### config.mk
export PLATFORM = sky130hd
export DESIGN_NAME = ua_message_header_deframer_top
export DESIGN_NICKNAME = d
export VERILOG_FILES = /design/src/hw/rtl/uamhd_pkg.sv /design/src/hw/rtl/ua_message_header_deframer_top.sv /design/src/hw/rtl/uamhd_in_stage.sv /design/src/hw/rtl/uamhd_parse_core.sv /design/src/hw/rtl/uamhd_out_stage.sv
export SDC_FILE = /design/constraint.sdc
export NUM_CORES = 1
export LEC_CHECK = 0
export ABC_AREA = 1
export BUFFER_PORTS_ARGS = -buffer_cell sky130_fd_sc_hd__buf_2
export CORE_MARGIN = 2
export CORE_UTILIZATION = 35
export DETAILED_ROUTE_END_ITERATION = 8
export SETUP_SLACK_MARGIN = 0.2
export SYNTH_ARGS = -nofsm -noshare
export SYNTH_HDL_FRONTEND = slang
export SYNTH_HIERARCHICAL = 1
export SYNTH_SLANG_ARGS = --single-unit
### constraint.sdc
create_clock -name clk -period 19.7 [get_ports clk]
set_input_delay 1.97 -clock clk [delete_from_list [all_inputs] [get_ports clk]]
set_output_delay 1.97 -clock clk [all_outputs]
set_load 0.1 [all_outputs]
### src/hw/rtl/uamhd_pkg.sv
package uamhd_pkg;

  // Node id encoding bytes
  localparam logic [7:0] NODE_NULL     = 8'h00;
  localparam logic [7:0] NODE_BYTE_NS  = 8'h01;
  localparam logic [7:0] NODE_WORD_NS  = 8'h02;
  // Body encoding byte for a binary body
  localparam logic [7:0] BODY_BINARY   = 8'h01;

  typedef enum logic [2:0] {
    ST_PAYLOAD  = 3'd0,
    ST_EMPTY    = 3'd1,
    ST_BAD_NODE = 3'd2,
    ST_BAD_BODY = 3'd3,
    ST_NEG_LEN  = 3'd4,
    ST_TRUNC    = 3'd5
  } status_t;

  typedef enum logic [6:0] {
    PH_NODE  = 7'b0000001,
    PH_NS    = 7'b0000010,
    PH_ID    = 7'b0000100,
    PH_BODY  = 7'b0001000,
    PH_LEN   = 7'b0010000,
    PH_PAY   = 7'b0100000,
    PH_DRAIN = 7'b1000000
  } phase_t;

  typedef struct packed {
    logic [7:0] data_byte;
    logic       buffer_end;
  } in_beat_t;

  typedef struct packed {
    status_t     status;
    logic [7:0]  payload_byte;
    logic        last_of_message;
    logic [31:0] type_id;
    logic [15:0] type_ns;
    logic [30:0] payload_length;
  } out_beat_t;

endpackage

### src/hw/rtl/ua_message_header_deframer_top.sv
// Channel  | Ports                        | Beat
// ---------+------------------------------+---------------------------------
// input    | in_valid, in_stall, in_data  | one buffer byte and its end flag
// result   | out_valid, out_stall, out_data | status, payload byte, header
//
// One byte per cycle sustained while out_stall is low; a byte passes the input
// register, then the result register, before its result is valid.
// The per-byte parse is a single pass through the header state machine.
// Reset is synchronous on rst_n and returns the parser to expect a node
// encoding byte with both registers empty.
// While out_stall holds a result, one further byte is taken into the input
// register; in_stall rises only once that register is also full.
module ua_message_header_deframer_top import uamhd_pkg::*; (
  input  logic      clk,
  input  logic      rst_n,
  input  logic      in_valid,
  output logic      in_stall,
  input  in_beat_t  in_data,
  output logic      out_valid,
  input  logic      out_stall,
  output out_beat_t out_data
);

  logic      beat_vld;
  in_beat_t  beat;
  logic      adv;
  logic      res_vld;
  out_beat_t res;

  // Stall input only when the held byte cannot move on
  assign in_stall = beat_vld && !adv;

  uamhd_in_stage u_in (
    .clk      (clk),
    .rst_n    (rst_n),
    .in_valid (in_valid),
    .in_stall (in_stall),
    .in_data  (in_data),
    .adv      (adv),
    .beat_vld (beat_vld),
    .beat     (beat)
  );

  uamhd_parse_core u_core (
    .clk      (clk),
    .rst_n    (rst_n),
    .beat_vld (beat_vld),
    .beat     (beat),
    .adv      (adv),
    .res_vld  (res_vld),
    .res      (res)
  );

  uamhd_out_stage u_out (
    .clk       (clk),
    .rst_n     (rst_n),
    .beat_vld  (beat_vld),
    .res_vld   (res_vld),
    .res       (res),
    .out_stall (out_stall),
    .adv       (adv),
    .out_valid (out_valid),
    .out_data  (out_data)
  );

endmodule

### src/hw/rtl/uamhd_in_stage.sv
module uamhd_in_stage import uamhd_pkg::*; (
  input  logic     clk,
  input  logic     rst_n,
  input  logic     in_valid,
  input  logic     in_stall,
  input  in_beat_t in_data,
  input  logic     adv,
  output logic     beat_vld,
  output in_beat_t beat
);

  logic     beat_vld_r;
  logic     beat_vld_nxt;
  in_beat_t beat_r;
  logic     load;

  assign load = in_valid && !in_stall;

  // Hold the beat until the parser takes it
  always_comb begin
    beat_vld_nxt = beat_vld_r;
    if (load) begin
      beat_vld_nxt = 1'b1;
    end else if (beat_vld_r && adv) begin
      beat_vld_nxt = 1'b0;
    end
  end

  always_ff @(posedge clk) begin
    if (!rst_n) begin
      beat_vld_r <= 1'b0;
    end else begin
      beat_vld_r <= beat_vld_nxt;
    end
  end

  always_ff @(posedge clk) begin
    if (load) begin
      beat_r <= in_data;
    end
  end

  assign beat_vld = beat_vld_r;
  assign beat     = beat_r;

  a_hold_blocked: assert property (@(posedge clk) disable iff (!rst_n)
    (beat_vld_r && !adv) |=> (beat_vld_r && $stable(beat_r)))
    else $error("input register lost a blocked beat");

endmodule

### src/hw/rtl/uamhd_parse_core.sv
module uamhd_parse_core import uamhd_pkg::*; (
  input  logic      clk,
  input  logic      rst_n,
  input  logic      beat_vld,
  input  in_beat_t  beat,
  input  logic      adv,
  output logic      res_vld,
  output out_beat_t res
);

  phase_t      phase_r,  phase_nxt;
  logic        short_r,  short_nxt;   // node id with byte namespace and 16-bit id
  logic [1:0]  cnt_r,    cnt_nxt;
  logic [15:0] ns_r,     ns_nxt;
  logic [31:0] id_r,     id_nxt;
  logic [31:0] len_r,    len_nxt;
  logic [30:0] left_r,   left_nxt;

  logic        fire;
  logic        hit;
  logic        err;
  status_t     err_code;
  logic [31:0] byte_shifted;
  logic [31:0] len_word;
  logic [7:0]  b;
  logic        last_in;

  assign fire    = beat_vld && adv;
  assign b       = beat.data_byte;
  assign last_in = beat.buffer_end;

  assign byte_shifted = {24'h000000, b} << {cnt_r, 3'b000};
  assign len_word     = len_r | byte_shifted;

  // Work out the next state and the result for one byte
  always_comb begin
    phase_nxt = phase_r;
    short_nxt = short_r;
    cnt_nxt   = cnt_r;
    ns_nxt    = ns_r;
    id_nxt    = id_r;
    len_nxt   = len_r;
    left_nxt  = left_r;
    hit       = 1'b0;
    err       = 1'b0;
    err_code  = ST_BAD_NODE;
    res       = '0;

    case (phase_r)
      PH_NODE: begin
        ns_nxt  = '0;
        id_nxt  = '0;
        len_nxt = '0;
        cnt_nxt = '0;
        if (b == NODE_NULL) begin
          short_nxt = 1'b0;
          phase_nxt = PH_BODY;
        end else if (b == NODE_BYTE_NS || b == NODE_WORD_NS) begin
          short_nxt = (b == NODE_BYTE_NS);
          phase_nxt = PH_NS;
        end else begin
          err      = 1'b1;
          err_code = ST_BAD_NODE;
        end
      end
      PH_NS: begin
        ns_nxt = ns_r | (cnt_r[0] ? {b, 8'h00} : {8'h00, b});
        if (short_r || cnt_r[0]) begin
          cnt_nxt   = '0;
          phase_nxt = PH_ID;
        end else begin
          cnt_nxt = cnt_r + 2'd1;
        end
      end
      PH_ID: begin
        id_nxt = id_r | byte_shifted;
        if (short_r ? (cnt_r == 2'd1) : (cnt_r == 2'd3)) begin
          cnt_nxt   = '0;
          phase_nxt = PH_BODY;
        end else begin
          cnt_nxt = cnt_r + 2'd1;
        end
      end
      PH_BODY: begin
        if (b != BODY_BINARY) begin
          err      = 1'b1;
          err_code = ST_BAD_BODY;
        end else begin
          cnt_nxt   = '0;
          len_nxt   = '0;
          phase_nxt = PH_LEN;
        end
      end
      PH_LEN: begin
        len_nxt = len_word;
        if (cnt_r == 2'd3) begin
          cnt_nxt = '0;
          if (len_word[31]) begin
            err      = 1'b1;
            err_code = ST_NEG_LEN;
          end else if (len_word == 32'h0) begin
            hit                 = 1'b1;
            res.status          = ST_EMPTY;
            res.last_of_message = 1'b1;
            res.type_id         = id_r;
            res.type_ns         = ns_r;
            phase_nxt           = PH_NODE;
          end else begin
            left_nxt  = len_word[30:0];
            phase_nxt = PH_PAY;
          end
        end else begin
          cnt_nxt = cnt_r + 2'd1;
        end
      end
      PH_PAY: begin
        left_nxt            = (left_r == '0) ? '0 : left_r - 31'd1;
        hit                 = 1'b1;
        res.status          = ST_PAYLOAD;
        res.payload_byte    = b;
        res.last_of_message = (left_nxt == '0);
        res.type_id         = id_r;
        res.type_ns         = ns_r;
        res.payload_length  = len_r[30:0];
        if (left_nxt == '0) begin
          phase_nxt = PH_NODE;
        end
      end
      PH_DRAIN: begin
        if (last_in) begin
          phase_nxt = PH_NODE;
        end
      end
      default: begin
        phase_nxt = PH_NODE;
      end
    endcase

    // Errors win; a buffer ending mid-message replaces any payload beat
    if (err) begin
      hit        = 1'b1;
      res        = '0;
      res.status = err_code;
      phase_nxt  = last_in ? PH_NODE : PH_DRAIN;
    end else if (last_in && phase_r != PH_DRAIN && phase_nxt != PH_NODE) begin
      hit        = 1'b1;
      res        = '0;
      res.status = ST_TRUNC;
      phase_nxt  = PH_NODE;
    end
  end

  assign res_vld = beat_vld && hit;

  always_ff @(posedge clk) begin
    if (!rst_n) begin
      phase_r <= PH_NODE;
    end else if (fire) begin
      phase_r <= phase_nxt;
    end
  end

  // Field accumulators; cleared on each node encoding byte
  always_ff @(posedge clk) begin
    if (fire) begin
      short_r <= short_nxt;
      cnt_r   <= cnt_nxt;
      ns_r    <= ns_nxt;
      id_r    <= id_nxt;
      len_r   <= len_nxt;
      left_r  <= left_nxt;
    end
  end

  a_pay_left: assert property (@(posedge clk) disable iff (!rst_n)
    (phase_r == PH_PAY) |-> (left_r != '0))
    else $error("payload phase with no bytes left");

  a_drain_quiet: assert property (@(posedge clk) disable iff (!rst_n)
    (beat_vld && phase_r == PH_DRAIN) |-> !res_vld)
    else $error("result produced while draining");

  a_err_clean: assert property (@(posedge clk) disable iff (!rst_n)
    (res_vld && (res.status == ST_BAD_NODE || res.status == ST_BAD_BODY ||
                 res.status == ST_NEG_LEN || res.status == ST_TRUNC))
    |-> (res.type_id == '0 && res.type_ns == '0 &&
         res.payload_length == '0 && !res.last_of_message))
    else $error("error result carries header fields");

  a_end_resync: assert property (@(posedge clk) disable iff (!rst_n)
    (fire && beat.buffer_end) |=> (phase_r == PH_NODE))
    else $error("buffer end did not return to node encoding");

endmodule

### src/hw/rtl/uamhd_out_stage.sv
module uamhd_out_stage import uamhd_pkg::*; (
  input  logic      clk,
  input  logic      rst_n,
  input  logic      beat_vld,
  input  logic      res_vld,
  input  out_beat_t res,
  input  logic      out_stall,
  output logic      adv,
  output logic      out_valid,
  output out_beat_t out_data
);

  logic      out_valid_r;
  out_beat_t out_data_r;

  // Advance when the result register is empty or being drained
  assign adv = !out_valid_r || !out_stall;

  always_ff @(posedge clk) begin
    if (!rst_n) begin
      out_valid_r <= 1'b0;
    end else if (adv) begin
      out_valid_r <= res_vld;
    end
  end

  always_ff @(posedge clk) begin
    if (adv && res_vld) begin
      out_data_r <= res;
    end
  end

  assign out_valid = out_valid_r;
  assign out_data  = out_data_r;

  a_no_drop: assert property (@(posedge clk) disable iff (!rst_n)
    (beat_vld && res_vld && !adv) |=> beat_vld)
    else $error("pending result dropped while blocked");

endmodule
# Word level (Yosys, flattened, before mapping)
# Cells that the tools add are included.
# op_classes
add_sub_neg,2
eq_ne,18
shifts,1
n_mux,61
n_bitwise,4
n_reduce_logical,33
# ops
operator,count
91-bit 2-to-1 mux,2
31-bit 2-to-1 mux,5
49-bit 2-to-1 mux,3
49-bit one-hot mux with 2 select lines,1
32-bit one-hot mux with 3 select lines,1
7-bit 2-to-1 mux,12
32-bit OR,2
32-bit one-hot mux with 2 select lines,1
31-bit logical NOT,2
31-bit one-hot mux with 2 select lines,1
7-bit one-hot mux with 7 select lines,1
32-bit logical NOT,1
32-bit 2-to-1 mux,1
16-bit one-hot mux with 2 select lines,1
8-bit by 5-bit << shifter with 32-bit output,1
"31-bit by 1-bit subtractor with 31-bit output, second input constant",1
1-bit 2-to-1 mux,16
16-bit 2-to-1 mux,1
16-bit OR,1
3-bit 2-to-1 mux,5
2-bit one-hot mux with 5 select lines,1
2-bit nonzero test,5
3-bit AND reduction,3
"8-bit by 1-bit equality test with 1-bit output, second input constant",1
33 further kinds,50
# totals
reg_bits,223
input_bits,13
out_inout_bits,93

# Logic depth before layout (Yosys ltp)
# depth
word_depth,13
mapped_depth,21
ltp_nobuf,19

# Modules after synthesis
# Netlist, hierarchy kept.
# by_module_without_submodules
mod,instances,cells_each,area_each_um2,seq_area_each_um2
uamhd_parse_core,1,1051,7771.2,3563.4
uamhd_out_stage,1,97,2780.2,2752.6
uamhd_in_stage,1,17,324.1,290.3
ua_message_header_deframer_top,1,2,10.0,0.0

# Least setup slack after synthesis
# OpenSTA, ideal clock, no wires.
# synth_path
path_kind,input -> register
startpoint,input port out_stall
endpoint,"register u_out.out_data_r, in the netlist u_out/out_data[0] (enable)"
setup_time_ns,0.570
t_arrival_ns,6.388
setup_slack_ns,12.741
stages,1
cell_sequence,a21oi_1
# synth_between
elab_chain_cells,3
# synth_lines
item,line_no,source
"start, declared",ua_message_header_deframer_top.sv:20,"input logic out_stall,"
1-bit logical NOT,uamhd_out_stage.sv:17,assign adv = !out_valid_r || !out_stall;
1-bit logical OR,uamhd_out_stage.sv:17,
1-bit logical AND,uamhd_out_stage.sv:28,if (adv && res_vld) begin
"end signal, assigned",uamhd_out_stage.sv:29,out_data_r <= res;
"end, declared",uamhd_out_stage.sv:14,out_beat_t out_data_r;
# No other way between the ends.
# A chain may end at the register's enable or synchronous reset.

# Worst setup path in the final report
# layout_path
startpoint,input port out_stall
endpoint,output port in_stall
# layout_between
elab_chain_cells,4
# layout_lines
item,line_no,source
1-bit logical NOT,uamhd_out_stage.sv:17,
1-bit logical OR,uamhd_out_stage.sv:17,
net adv,ua_message_header_deframer_top.sv:26,logic adv;
1-bit logical NOT,ua_message_header_deframer_top.sv:31,assign in_stall = beat_vld && !adv;
1-bit logical AND,ua_message_header_deframer_top.sv:31,
"end, declared",ua_message_header_deframer_top.sv:17,"output logic in_stall,"
# The timed path passes the listed nets, and every way through them passes these cells.

==> flow_summary.json <==
{
  "cp_num_cells": 4,
  "io_buffers": 105,
  "htree_levels": 1,
  "synthFlopType": "edfxtp_1",
  "antenna_found_initial": 0,
  "worstSetupEndpointType": "output pin",
  "drive_gt1_share_pct": 15.3,
  "finalWirelength_um": 26600,
  "io-pin-count": 106,
  "setup_violations": 0,
  "required_ns": 17.73,
  "finalHoldViolations": 0,
  "final_common_cell": "inv_1",
  "min_path_cells": 2,
  "die_y_um": 180,
  "max_freq_mhz": 212,
  "path_buf_inv": 2,
  "power.density_nw_per_um2": 88.1,
  "vias": 8229,
  "cp_max_fo": 4,
  "core-area_um2": 30600,
  "rsz0062_at_grt": "no",
  "cap_violations": 0,
  "synth_edf_count": 214,
  "cpMaxStageDelayCell": "buf_2",
  "multi_input_area_um2": 3160,
  "post_drt_wl_per_cell_um": 15.9,
  "fin_crit_ns": 4.71,
  "layout_common_cells": "inv_1 (216), edfxtp_1 (214), nand2_1 (186), nand3_1 (140), nor2_1 (134)",
  "seqCellArea_um2": 6610,
  "skew_ns": 0.00872,
  "cts_tree": "done",
  "period_share_pct": 23.9,
  "worst_pin_slew_ns": 0.995,
  "crit_path_frequent_cell": "buf_2",
  "cts_resized": 0,
  "grt_use_total_pct": 16.0,
  "path_class": "input pin to output pin",
  "slew_headroom_pct": 33.7,
  "cts_hold_buf": 0,
  "fp-row-count": 64,
  "fin_nets": 1271,
  "antenna_left": 0,
  "clock_path_buffers": 3,
  "synth.avg_cell_area_um2": 9.33,
  "status": "completed",
  "post_cts_buffers": 0,
  "synthArstFlopShare_pct": 0,
  "timing.final.ws_setup_ns": 14.99,
  "cts_sinks": 223,
  "cts_made_buffers": 25,
  "drv_slew": 0,
  "ys_seq_area_share_pct": 60.7,
  "vias_per_cell": 4.94,
  "ir_drop_uv": 62.3,
  "power.total_mw": 1.10,
  "yosys_warnings": 6,
  "grt_first_pass_wirelength_um": 42400,
  "die_area_um2": 32500,
  "rr_worst_depth": 14,
  "gp_congestion": 0.867,
  "route.detailed.drc": 0,
  "syn_nets": 1183,
  "grt_pass1_vias": 7981,
  "hp-class": "flop to flop",
  "drt_iter0_drc": 724,
  "gr-total-overflow": 0,
  "area_growth_pct": 14.6,
  "initial_core_util_pct": 35.6,
  "num_antenna_cells": 0,
  "p_leak_nw": 5.61,
  "die_width_um": 180,
  "syn_area_um2": 10900,
  "place_ws_ns": 14.98,
  "yosys_register_bits": 223,
  "synth_cells": 1167,
  "cts.clk_slew.worst_paths_ns": 0.06,
  "worstPathCellList": "buf_2, nand2_2, nor2_2, buf_2",
  "crit_family": "buffers and inverters",
  "cts_root_buffer": "clkbuf_16",
  "n_fill_cell": 3063,
  "first_pass_iters": 5,
  "cp.arrival_ns": 2.74,
  "grt_max_degree": 81,
  "r2r_setup_slack_ns": 15.15,
  "fin_setup_tns_ns": 0,
  "synth.distinct_cells": 40,
  "hpwl_um": 18800,
  "max_stage_delay_ns": 0.43,
  "clk_latency_ns": 0.51,
  "critPathLaunchType": "input pin"
}
-- path summary, 6_finish.rpt --
| check | from | to |
|---|---|---|
| setup / recovery | out_stall | in_stall |
| hold / removal | u_core/phase_r[1] | u_core/phase_r[1] |
| setup reg to reg | u_core/cnt_r[1] | u_out/out_data[15] |
| hold reg to reg | u_core/phase_r[1] | u_core/phase_r[1] |
-- power breakdown --
part	internal (mW)	switching, mW
Clock	0.258	0.175
Sequential	0.538	0.0117
Combinational	0.0153	0.100
Total	0.812	0.287
-- Yosys cell counts (4+ instances only) --
cell / instances / share of area [%]
o21bai_1: 5 / 0.34
a31oi_1: 12 / 0.69
inv_1: 217 / 7.5
nand3_2: 10 / 0.92
nor3_1: 6 / 0.28
buf_2: 22 / 1.0
buf_6: 4 / 0.41
o21ai_0: 42 / 1.9
nand3_1: 140 / 6.4
nor2_1: 135 / 4.7
nor4_1: 5 / 0.29
edfxtp_1: 214 / 59
o31ai_1: 4 / 0.28
clkbuf_1: 18 / 0.62
a21oi_1: 65 / 3.0
nand4_1: 11 / 0.63
nand2_2: 7 / 0.40
xor2_1: 4 / 0.32
inv_2: 14 / 0.48
dfxtp_1: 9 / 1.7
buf_1: 6 / 0.21
nand2_1: 187 / 6.4
-- logic make-up after synthesis --
| group | synth area share (%) |
|---|---|
| buf+inv | 10.5 |
| xor+xnor | 0.322 |
| compound gates | 6.94 |
| fa+ha+maj | 0.345 |
| flops | 60.7 |
| mux | 0.184 |
| simple gates | 21.0 |
-- stage by stage --
stage	area [µm²]	hold WS [ns]	std cells	utilization [%]
3_5_place_dp	11700	0.472	1624	38.3
5_1_grt	12500	0.494	1667	40.8
4_1_cts	12500	0.481	1667	40.8
6_report	12500	0.479	1667	40.8
2_1_floorplan	10900	0.458	1167	-
3_3_place_gp	11700	0.478	1624	38.3
-- state kept, by name, summed over array words and instances, names as in the netlist --
signal and flops:
u_out/out_valid 1, u_core/short_r 1, u_out/out_data 91, u_core/len_r 32, u_core/id_r 32, u_in/beat_vld 1
u_core/ns_r 16, u_core/left_r 31, u_core/cnt_r 2, u_in/beat 9, u_core/phase_r 7
-- worst reg2reg max path, stage by stage, from the launching register on --
cell and delay, ns:
edfxtp_1 0.81, inv_2 0.33, a31oi_1 0.33, nand2_1 0.09, nor3_1 0.21, nand2_1 0.09, nor2_1 0.10, nand2_1 0.09
inv_1 0.12, nand3_1 0.15, o211ai_1 0.15, o21a_1 0.14, inv_1 0.07, a21oi_4 0.65, buf_4 0.80
-- area by class of cell --
class | instances | area share [%]
sequential | 223 | 52.9
multi-input combinational | 659 | 25.3
inverter | 232 | 6.99
clock buffer | 32 | 5.22
timing repair buffer | 114 | 4.75
tap | 396 | 3.97
clock inverter | 11 | 0.832
-- routing by layer --
| layer | global-route usage [%] | part of all wire (%) | vias up |
|---|---|---|---|
| li1 | - | - | 4018 |
| met1 | 21.6 | 44 | 3930 |
| met2 | 27.0 | 48 | 241 |
| met3 | 2.38 | 5.3 | 40 |
| met4 | 4.19 | 2.3 | 0 |
| met5 | 0 | 0 | - |
Note: power is estimated with default switching activity, not from simulation.
